<file path="config.mk">
export PLATFORM = sky130hd
export DESIGN_NAME = swm_cell
export DESIGN_NICKNAME = d
export VERILOG_FILES = /design/src/rtl/core/swm_pkg.sv /design/src/rtl/core/swm_cell.sv
export SDC_FILE = /design/constraint.sdc
export NUM_CORES = 1
export LEC_CHECK = 0
export BUFFER_PORTS_ARGS = -buffer_cell sky130_fd_sc_hd__clkbuf_2
export CAP_MARGIN = 10
export CORE_MARGIN = 5
export CORE_UTILIZATION = 50
export CTS_BUF_LIST = sky130_fd_sc_hd__clkbuf_8
export DETAILED_ROUTE_END_ITERATION = 12
export PLACE_DENSITY = 0.87
export SLEW_MARGIN = 20
export SYNTH_ARGS = -nofsm -noshare
export SYNTH_HDL_FRONTEND = slang
export SYNTH_SLANG_ARGS = --single-unit
</file>
<file path="constraint.sdc">
create_clock -name clk -period 7.3 [get_ports clk]
set_clock_uncertainty 0.15 [all_clocks]
set_input_delay 0.73 -clock clk [delete_from_list [all_inputs] [get_ports clk]]
set_output_delay 0.73 -clock clk [all_outputs]
set_load 0.005 [all_outputs]
</file>
<file path="src/rtl/core/swm_pkg.sv">
// ---------------------------------------------------------------------------
// swm_pkg: shared definitions for the sliding window median filter
// Register width, reset value and the per-cell control group.
// ---------------------------------------------------------------------------
package swm_pkg;

	// Width and reset value of the half window register.
	localparam int HALF_BITS = 6;
	localparam logic [HALF_BITS-1:0] HALF_RESET = HALF_BITS'(8);

	// Control bits that every cell of the sorted window receives.
	typedef struct packed {
		logic step;    // a transaction is accepted in this cycle
		logic clr;     // the window is refilled with zeros before the sample enters
		logic refill;  // configuration write: reload the cell with its reset contents
		logic live;    // the cell lies inside the current window
		logic last;    // the cell is the top slot of the current window
	} cell_ctl_t;

endpackage

</file>
<file path="src/rtl/core/swm_cell.sv">
// ---------------------------------------------------------------------------
// swm_cell: one slot of the sorted window
// Holds a value and its age rank; drops the oldest and inserts the new
// sample using only its own contents and those of its two neighbours.
// ---------------------------------------------------------------------------
module swm_cell
	import swm_pkg::*;
#(
	parameter int SAMPLE_BITS = 24,
	parameter int AGE_BITS    = 6,
	parameter int IDX         = 0
) (
	input  logic                   clk,
	input  logic                   arst_n,
	input  cell_ctl_t              ctl,
	input  logic [SAMPLE_BITS-1:0] x,
	input  logic [AGE_BITS-1:0]    top_age,
	input  logic                   rm,
	input  logic [SAMPLE_BITS-1:0] up_v,
	input  logic [AGE_BITS-1:0]    up_a,
	input  logic [SAMPLE_BITS-1:0] dn_v,
	input  logic [AGE_BITS-1:0]    dn_a,
	input  logic                   dn_gt,
	output logic [SAMPLE_BITS-1:0] cur_v,
	output logic [AGE_BITS-1:0]    cur_a,
	output logic [SAMPLE_BITS-1:0] sh_v,
	output logic [AGE_BITS-1:0]    sh_a,
	output logic                   gt,
	output logic [SAMPLE_BITS-1:0] nv
);

	localparam logic [AGE_BITS-1:0] OWN_AGE = AGE_BITS'(IDX);

	logic [SAMPLE_BITS-1:0] v_q;
	logic [AGE_BITS-1:0]    a_q;
	logic [AGE_BITS-1:0]    na;
	logic                   take_dn;

	// Contents as seen by this transaction, with a clear applied.
	assign cur_v = ctl.clr ? '0 : v_q;
	assign cur_a = ctl.clr ? OWN_AGE : a_q;

	// After the oldest slot is dropped, slots at or above it move down one.
	// The age is handed on already decremented.
	assign sh_v = rm ? up_v : cur_v;
	assign sh_a = (rm ? up_a : cur_a) - 1'b1;
	assign gt   = sh_v > x;

	always_comb begin
		take_dn = 1'b0;
		if (ctl.last || gt) begin
			take_dn = dn_gt;
			if (dn_gt) begin
				nv = dn_v;
				na = dn_a;
			end else begin
				nv = x;
				na = top_age;
			end
		end else begin
			nv = sh_v;
			na = sh_a;
		end
	end

	always_ff @(posedge clk or negedge arst_n) begin
		if (!arst_n) begin
			v_q <= '0;
			a_q <= OWN_AGE;
		end else if (ctl.refill) begin
			v_q <= '0;
			a_q <= OWN_AGE;
		end else if (ctl.step && ctl.live) begin
			v_q <= nv;
			a_q <= na;
		end
	end

	// A slot taken from below never skips a cell whose own value fits.
	assert property (@(posedge clk) disable iff (!arst_n)
		(ctl.step && ctl.live && take_dn) |-> (dn_v > x))
		else $error("swm_cell: shifted a value that is not greater than the sample");

endmodule

</file>
==> results.md, run 1 <==
* Mapped Nets at 591
* Ys Warns at 0
* IO Pins at 184
* Final Non-Filler Cells at 718
* Synth Cell Area at 3600 um2
* Synth Area in XOR/XNOR at 0.0122
* WS Path Type: input port to output pin
* Hold slack at 0.323 ns
* Hold Buf Count CTS at 0
* Routed vias at 4313
* First-pass GRT wire length at 19600 um
* Row cnt at 31
* Worst-path cell chain: clkbuf_2, mux2_2, ha_1, nand4_1, nor2_1, a221oi_1, a31o_4, a31oi_1, a21oi_1, clkbuf_2
* Most common cell after layout, fill and taps aside: clkbuf_2
* Mux contribution to synthesized area at 0.107
* Slew headroom at 0.270
* RSZ-0062 raised after global routing: no
* Simple-gate share of the synthesized area at 0.198
* Fin nets at 742
* Synth-to-layout area growth at 27.5%
* Crit path required time at 6.42 ns
* GR Util All Layers at 0.269
* DR pass1 iterations at 5
* Worst skew pair latency at 0.28 ns
* IO Port Bufs at 183
* CP Data Arrival Time at 4.50 ns
* Htree depth at 2
* Bufs on Longest Clock Path at 2
* DRT iter0 DRCs at 230
* Leakage at 2.31 nW
* Sequential share of the synthesized area at 0.208
* Die height at 94.9 um
* Cell count after synthesis at 467
* Count of cells resized by post-cts repair at 0
* Main combinational cell family by area after synthesis: compound AO/OA/AOI/OAI gates
* GP Congestion at 0.869
* Die W at 94.9 um
* Pwr dens at 127 nW/um2
* Clk sinks at 30
* CTS Root Buffer Type: clkbuf_8
* Largest net degree at the start of global routing at 56
* Via density at 6.01
* GRT overflow at 0
* Worst-path clk slew at 0.07 ns
* Hold Path Class: register to register
* Async S/R FF share, synth at 1.00
* Max Fclk at 186 MHz
* Mean Syn Cell Area at 7.71 um2
* Total power at 0.584 mW
* Startpoint Class: input port
* # Post-CTS Setup Buffers at 0
* Max stage delay on crit path at 0.74 ns
* Inserted Diodes at 0
* Post-synthesis register bit count at 30
* Total CTS buffers at 5
* Slew Limit Fails at 0
* Period utilization at 0.737
* Post-route setup TNS at 0 ns
* Maximum vdd drop at 0.0000616 V
* Crit end category: output pin
* Critical path peak fanout at 52
* Routed WL at 12500 um
* Min Tclk post-route at 5.38 ns
* Post-synthesis adder-cell area fraction at 0.0869
* Maxcap violations at 0
* Share of post-route cells with drive strength above 1 at 0.386
* Initial antenna violation count at 0
* Post-synth EDFFs at 0
* DR DRC count at 0
* Slowest CP cell: clkbuf_2
* Slew of the pin with the lowest slew margin at 1.09 ns
* CTS tree: yes
* Die area at 9000 um2
* Finished Core Util at 0.643
* Synth Area in Compound Gates at 0.297
* Most used cell along the critical path: clkbuf_2
* Drt wl/cell at 17.4 um
* Status: finished clean
* Placed cell count at 710
* Main synth FF type: dfrtp_1
* Final hold vios at 0
* Number of global-route vias before repair at 4190
* Initial Util at 0.505
* Setup-failing EPs final at 0
* Core area at 7140 um2
* Dpl hpwl at 9050 um
* Post-route ant nets at 0
* Post-synthesis cell type count at 48
* Most frequent cells in the layout: clkbuf_2, nand2_1, a21oi_1
-- worst paths after layout --
| check | end | from | slack [ns] | cells after the start |
|---|---|---|---|---|
| setup / recovery | nv[1] | rm | 1.92 | 10 |
| hold / removal | a_q[5] | a_q[5] | 0.32 | 2 |
| setup reg to reg | a_q[2] | v_q[13] | 3.67 | 10 |
| hold reg to reg | a_q[5] | a_q[5] | 0.32 | 2 |
| max in group asynchronous | v_q[16] | arst_n | 6.06 | 1 |
| min in group asynchronous | v_q[11] | arst_n | 0.38 | 1 |
-- cells in the mapped netlist (4+ instances only) --
cell / instances / share of area
a21oi_1: 34 / 0.047
a31oi_1: 21 / 0.036
a31oi_2: 7 / 0.024
buf_2: 9 / 0.013
clkbuf_1: 28 / 0.029
dfrtp_1: 30 / 0.21
ha_1: 25 / 0.087
inv_1: 29 / 0.030
mux2_2: 27 / 0.084
mux2i_1: 8 / 0.022
nand2_1: 55 / 0.057
nand2b_1: 4 / 0.0069
nand4_1: 7 / 0.012
nor2_1: 4 / 0.0042
nor2b_1: 32 / 0.056
nor3_1: 23 / 0.032
o21ai_0: 26 / 0.036
o21ai_1: 26 / 0.036
o41ai_1: 26 / 0.063
xnor2_1: 4 / 0.0097
-- logic make-up after synthesis --
logic type | after synthesis
fa+ha+maj | 25
buf+inv | 75
compound gates | 159
flops | 30
mux | 35
xor+xnor | 5
simple gates | 138
-- where the power goes --
part / leakage [nW] / total, mW / switching, mW / internal [mW]
Clock: 0.0524 / 0.142 / 0.0670 / 0.0747
Sequential: 0.408 / 0.181 / 0.00479 / 0.176
Combinational: 1.85 / 0.261 / 0.148 / 0.112
Total: 2.31 / 0.584 / 0.220 / 0.363
-- through the flow --
| stage | worst slack (ns) | instance area (um2) |
|---|---|---|
| 6_report | 1.92 | 4590 |
| 5_1_grt | 1.71 | 4590 |
| 4_1_cts | 1.62 | 4580 |
| 3_5_place_dp | 1.64 | 4490 |
| 3_3_place_gp | 1.84 | 4490 |
| 2_1_floorplan | 2.62 | 3600 |
-- state kept, by name, summed over array words and instances, names as in the netlist --
name,flops
v_q,24
a_q,6
-- layer usage --
metal / global-route usage / vias up / share of wire
li1: - / 2022 / -
met1: 0.314 / 2036 / 0.38
met2: 0.488 / 227 / 0.52
met3: 0.0398 / 28 / 0.080
met4: 0.106 / 0 / 0.021
met5: 0 / - / 0
-- worst max-delay path: cells and delay by family --
family	cells	cell delay (ns)
simple gates	2	0.28
buf+inv	2	0.88
compound gates	4	1.76
mux	1	0.46
fa+ha+maj	1	0.31
-- layout make-up --
type,instances,area (um2)
flip-flops and latches,30,751
inverters,30,113
repair buffers,189,961
clock buffers,6,82.6
multi-input cells,362,2550
fillers,649,2550
clock inverters,2,8.76
well taps,99,124
No activity file was read; power rests on OpenSTA's default activity.
==> run 2: changes to the inputs <==
--- a/config.mk
+++ b/config.mk
@@ -5,13 +5,14 @@
 export SDC_FILE = /design/constraint.sdc
 export NUM_CORES = 1
 export LEC_CHECK = 0
+export ABC_AREA = 1
 export BUFFER_PORTS_ARGS = -buffer_cell sky130_fd_sc_hd__clkbuf_2
 export CAP_MARGIN = 10
 export CORE_MARGIN = 5
-export CORE_UTILIZATION = 50
+export CORE_UTILIZATION = 43
 export CTS_BUF_LIST = sky130_fd_sc_hd__clkbuf_8
 export DETAILED_ROUTE_END_ITERATION = 12
-export PLACE_DENSITY = 0.87
+export PLACE_DENSITY = 0.8
 export SLEW_MARGIN = 20
 export SYNTH_ARGS = -nofsm -noshare
 export SYNTH_HDL_FRONTEND = slang
==> constraint.sdc (replaced) <==
create_clock -name clk -period 4.4 [get_ports clk]
set_clock_uncertainty 0.15 [all_clocks]
set_input_delay 0.44 -clock clk [delete_from_list [all_inputs] [get_ports clk]]
set_output_delay 0.44 -clock clk [all_outputs]
set_load 0.005 [all_outputs]
==> run 2 against run 1 <==
Compared with the run above: power grew 60%; core utilization shrank 6.7 points; design area shrank 2.0%; synthesized area shrank 2.9%; largest cell class unchanged.
==> results.md, run 2 <==
* Status: finished clean
* Final WS setup at 0.421 ns
* Hold Path Class: input port to async pin
* Row cnt at 32
* Count of cells resized by post-cts repair at 0
* P_int at 0.582 mW
* Slew headroom at 0.457
* Drt wl/cell at 13.0 um
* CTS tree: yes
* Via density at 4.87
* GP Congestion at 0.940
* Sw Pwr at 0.350 mW
* Fillers at 798
* Cell area after placement at 4410 um2
* Post-synthesis adder-cell area fraction at 0.0895
* Finished Core Util at 0.576
* RSZ-0062 raised after global routing: no
* IO Port Bufs at 183
* Bufs on Longest Clock Path at 2
* Worst-path clk slew at 0.07 ns
* Htree depth at 2
* Synth Cell Area at 3500 um2
* DR pass1 iterations at 4
* Area leader, netlist: dfrtp_1
* Largest register FFs at 24
* Maximum vdd drop at 0.0000982 V
* Synth Area in Compound Gates at 0.0963
* Clk pwr share at 0.247
* Final hold vios at 0
* Pwr dens at 207 nW/um2
* Slew Limit Fails at 0
* Dpl hpwl at 8940 um
* Post-route setup TNS at 0 ns
* Maxcap violations at 0
* Post-synthesis register bit count at 30
* Die height at 100 um
* CP Data Arrival Time at 3.39 ns
* # Post-CTS Setup Buffers at 0
* GR Util All Layers at 0.220
* Logic pwr share at 0.429
* GRT overflow at 0
* Switching Share at 0.376
* Reg with most FFs: v_q
* Die area at 10000 um2
* Total CTS buffers at 5
* Number of global-route vias before repair at 4151
* Routed WL at 11200 um
* Crit path required time at 3.81 ns
* Setup-failing EPs final at 0
* Share of post-route cells with drive strength above 1 at 0.273
* Post-route ant nets at 0
* DR DRC count at 0
* Initial Util at 0.448
* WS Path Type: input port to output pin
* Yosys top cell area share at 0.215
* Largest regs: v_q (24), a_q (6)
* Synth Area in XOR/XNOR at 0.00752
* Cell count after synthesis at 595
* Core area at 7810 um2
* Largest net degree at the start of global routing at 33
* Worst skew pair latency at 0.28 ns
* Top-count cell post-synth: nand2_1
* Startpoint Class: input port
* Commonest cells post-synth: nand2_1, inv_1, nand3_1, nor2_1, a21oi_1
* DP Worst Slack at 0.431 ns
* Async S/R FF share, synth at 1.00
* Ys Warns at 0
* Fin nets at 886
* CTS Root Buffer Type: clkbuf_8
* Simple-gate share of the synthesized area at 0.389
* Leakage at 2.82 nW
* Critical path peak fanout at 32
* Initial antenna violation count at 0
* Hold Buf Count CTS at 0
* Max Fclk at 251 MHz
* Mux contribution to synthesized area at 0.0204
* IO Pins at 184
* Clk sinks at 30
* Post-synth EDFFs at 0
* Synth-to-layout area growth at 28.7%
* Mean Syn Cell Area at 5.88 um2
* Mapped Nets at 719
* Slew of the pin with the lowest slew margin at 0.815 ns
* Post-route cell area at 4500 um2
* Crit end category: output pin
* Period utilization at 0.904
* Min Tclk post-route at 3.98 ns
* Most frequent cells in the layout: clkbuf_2, nand2_1, inv_1
* Sequential share of the synthesized area at 0.215
* Main synth FF type: dfrtp_1
* Main combinational cell family by area after synthesis: simple AND/OR/NAND/NOR gates
* Most common cell after layout, fill and taps aside: clkbuf_2
* Die W at 100 um
* Power share of the sequential group at 0.324
* Inserted Diodes at 0
* Routed vias at 4215
* DRT iter0 DRCs at 134
* Post-synthesis cell type count at 27
* Synth area leaders: dfrtp_1, nand2_1, inv_1
* First-pass GRT wire length at 18500 um
## run 2: cell count changes in the layout (fill, tap and decap cells not counted), sizes merged, moves of 26 or more
cell / previous run / this run
nor2: 4 / 65
nand3: 3 / 64
mux2: 27 / 1
o41ai: 27 / 0
inv: 31 / 121
a31oi: 28 / 0
nor2b: 32 / 0
nand2: 55 / 158
## run 2: path summary, 6_finish.rpt
| check | cells after the start | slack [ns] | end | start |
|---|---|---|---|---|
| max | 17 | 0.42 | nv[0] | ctl[3] |
| min | 1 | 0.09 | v_q[9] | arst_n |
| max reg2reg | 16 | 1.52 | v_q[9] | v_q[15] |
| min reg2reg | 2 | 0.33 | v_q[4] | v_q[4] |
| max in group asynchronous | 1 | 3.49 | a_q[5] | arst_n |
| min in group clk | 2 | 0.33 | v_q[4] | v_q[4] |
## run 2: power by group through the flow
| stage | registers [mW] | logic (mW) | clock network (mW) |
|---|---|---|---|
| floorplan | 0.304 | 0.247 | 0 |
| global placement | 0.306 | 0.393 | 0 |
| global route | 0.304 | 0.455 | 0.247 |
| CTS | 0.302 | 0.404 | 0.239 |
| detailed placement | 0.307 | 0.401 | 0 |
| finish | 0.302 | 0.400 | 0.230 |
## run 2: logic make-up after synthesis
logic type | after synthesis
and+or+nand+nor | 315
buffers and inverters | 150
AOI/OAI and AO/OA | 65
DFF | 30
adders and majority gates | 25
muxes | 7
xor gates and xnor gates | 3
## run 2: stage by stage
stage	hold WS, ns	total power [mW]	cells
after floorplan	-0.00559	0.552	595
after detailed placement	0.315	0.708	857
after CTS	0.114	0.944	865
after global placement	0.311	0.698	857
after global routing	0.156	1.01	865
final	0.0941	0.933	865
## run 2: per-layer routing
layer	global-route usage	part of all wire	vias up
met5	0	0	-
met4	0.0642	0.019	0
met3	0.0341	0.079	21
met2	0.402	0.49	177
met1	0.265	0.41	1860
li1	-	-	2157
## run 2: worst max-delay path, stage by stage
cell	delay, ns
clkbuf_2	0.32
buf_4	0.30
nor2_1	0.16
nand2_1	0.07
o21ai_0	0.15
ha_1	0.32
a21oi_1	0.19
nor2_1	0.06
nor2_1	0.08
nand2_1	0.06
nand2_1	0.05
nand3_1	0.10
nand2_4	0.31
nand2_4	0.30
nand2_1	0.15
and2_1	0.17
clkbuf_2	0.13
## run 2: cell type report
type / count / area (um2) / share of cell area
clock inverters: 2 / 8.76 / 0.00195
well taps: 102 / 128 / 0.0284
repair buffers: 190 / 968 / 0.215
clock buffers: 6 / 82.6 / 0.0183
multi-input cells: 415 / 2110 / 0.469
flip-flops and latches: 30 / 751 / 0.167
inverters: 120 / 450 / 0.100
==> run 3: changes to the inputs <==
--- a/config.mk
+++ b/config.mk
@@ -9,10 +9,10 @@
 export BUFFER_PORTS_ARGS = -buffer_cell sky130_fd_sc_hd__clkbuf_2
 export CAP_MARGIN = 10
 export CORE_MARGIN = 5
-export CORE_UTILIZATION = 43
+export CORE_UTILIZATION = 51
 export CTS_BUF_LIST = sky130_fd_sc_hd__clkbuf_8
 export DETAILED_ROUTE_END_ITERATION = 12
-export PLACE_DENSITY = 0.8
+export PLACE_DENSITY = 0.89
 export SLEW_MARGIN = 20
 export SYNTH_ARGS = -nofsm -noshare
 export SYNTH_HDL_FRONTEND = slang
==> constraint.sdc (replaced) <==
create_clock -name clk -period 4.6 [get_ports clk]
set_clock_uncertainty 0.15 [all_clocks]
set_input_delay 0.46 -clock clk [delete_from_list [all_inputs] [get_ports clk]]
set_output_delay 0.46 -clock clk [all_outputs]
set_load 0.005 [all_outputs]
==> run 3 against run 2 <==
Compared with the run above: hold slack better by 0.017 ns; core utilization up 8.5 points; via count up 2.5%; global-route usage up 3.5 points; non-clock buffer count down 2; sequential power down 4%; clock-buffer cell count down 1; flip-flop and latch count unchanged; final cell count down 2.9%; critical path depth down 2; first-iteration DRC count up 48%; highest routed layer unchanged.
==> results.md, run 3 (synthesized netlist as in run 2, its figures left out) <==
* Most frequent cells in the layout: clkbuf_2, nand2_1, inv_1
* Worst skew pair latency at 0.27 ns
* Core area at 6720 um2
* Cell area after placement at 4370 um2
* Hold Buf Count CTS at 0
* Post-route ant nets at 0
* Die height at 92.8 um
* Slew headroom at 0.251
* Startpoint Class: input port
* Period utilization at 0.921
* Fillers at 619
* Largest net degree at the start of global routing at 35
* Maximum vdd drop at 0.000108 V
* Clk sinks at 30
* Slew Limit Fails at 0
* Worst-path clk slew at 0.07 ns
* Share of post-route cells with drive strength above 1 at 0.271
* Initial Util at 0.520
* Reg with most FFs: v_q
* Total power at 0.873 mW
* Row cnt at 30
* Crit path required time at 3.99 ns
* IO Pins at 184
* GR Util All Layers at 0.255
* Pwr dens at 196 nW/um2
* Register Area at 751 um2
* Count of cells resized by post-cts repair at 0
* DRT iter0 DRCs at 198
* GP Congestion at 0.846
* Die W at 92.8 um
* Post-route cell area at 4450 um2
* Hold Path Class: input port to async pin
* Worst reg-to-reg setup slack at 1.61 ns
* Routed WL at 11300 um
* WS Path Type: input port to output pin
* Total CTS buffers at 5
* Most common cell after layout, fill and taps aside: clkbuf_2
* Leakage at 2.80 nW
* Routed vias at 4322
* Via density at 5.15
* Post-route setup TNS at 0 ns
* Status: finished clean
* Finished Core Util at 0.662
* CTS tree: yes
* Fin nets at 884
* Max Fclk at 236 MHz
* Slew of the pin with the lowest slew margin at 1.12 ns
* DR pass1 iterations at 6
* Bufs on Longest Clock Path at 2
* RSZ-0062 raised after global routing: no
* Largest regs: v_q (24), a_q (6)
* Maxcap violations at 0
* # Post-CTS Setup Buffers at 0
* Largest register FFs at 24
* Inserted Diodes at 0
* Final hold vios at 0
* Htree depth at 2
* Area of the multi-input gates at 2110 um2
* Die area at 8610 um2
* Number of global-route vias before repair at 4202
* IO Port Bufs at 183
* Crit end category: output pin
* Setup-failing EPs final at 0
* DR DRC count at 0
* Dpl hpwl at 8630 um
* Drt wl/cell at 13.4 um
* Synth-to-layout area growth at 27.2%
* Initial antenna violation count at 0
* Min Tclk post-route at 4.24 ns
* CP Data Arrival Time at 3.63 ns
* First-pass GRT wire length at 18200 um
* GRT overflow at 0
* CTS Root Buffer Type: clkbuf_8
* Critical path peak fanout at 34
[run 3: cell count changes in the layout (fill, tap and decap cells not counted), sizes merged]
cell | before | now
buf | 7 | 5
inv | 121 | 120
clkbuf | 189 | 188
clkinv | 1 | 2
[run 3: path summary, 6_finish.rpt]
| path | startpoint | to | depth (start not counted) |
|---|---|---|---|
| min | arst_n | a_q[2] | 1 |
| min in group clk | v_q[9] | v_q[9] | 2 |
| min reg2reg | v_q[9] | v_q[9] | 2 |
| max reg2reg | v_q[15] | v_q[3] | 16 |
| max in group asynchronous | arst_n | v_q[5] | 1 |
| max | rm | nv[9] | 15 |
[run 3: final cells by class]
type / count / share of cell area
Multi-Input combinational cell: 415 / 0.475
Timing Repair Buffer: 188 / 0.214
Sequential cell: 30 / 0.169
Inverter: 120 / 0.101
Tap cell: 80 / 0.0225
Clock buffer: 5 / 0.0155
Clock inverter: 2 / 0.00225
[run 3: metrics by stage]
stage               setup slack [ns]  cells  hold slack, ns
floorplan                       1.63    595          0.0144
global placement               0.550    833           0.311
detailed placement             0.457    833           0.315
CTS                            0.420    840           0.144
global route                  0.0268    840           0.179
finish                         0.364    840           0.111
[run 3: routing by layer]
metal	global-route usage	routed length [um]	vias to the layer above
met3	0.0479	896	15
met5	0	0	-
met4	0.0659	161	0
li1	-	-	2146
met2	0.478	5780	198
met1	0.294	4420	1963
[run 3: report_power, final]
group | internal, mW | total, mW | switching, mW | leakage (nW)
clock network | 0.101 | 0.201 | 0.0991 | 0.0438
registers | 0.280 | 0.289 | 0.00865 | 0.408
logic | 0.158 | 0.384 | 0.226 | 2.35
total | 0.539 | 0.873 | 0.334 | 2.80
[run 3: critical path, cell delays in order]
cell and delay (ns):
clkbuf_2 0.12, inv_2 0.42, buf_4 0.34, o21ai_0 0.24, ha_1 0.38, nand2_1 0.06, inv_1 0.07, nand4_1 0.11
nor2_2 0.13, nand3b_1 0.13, nand2_4 0.34, nand2_4 0.34, nand2_1 0.18, and2_1 0.16, clkbuf_2 0.12
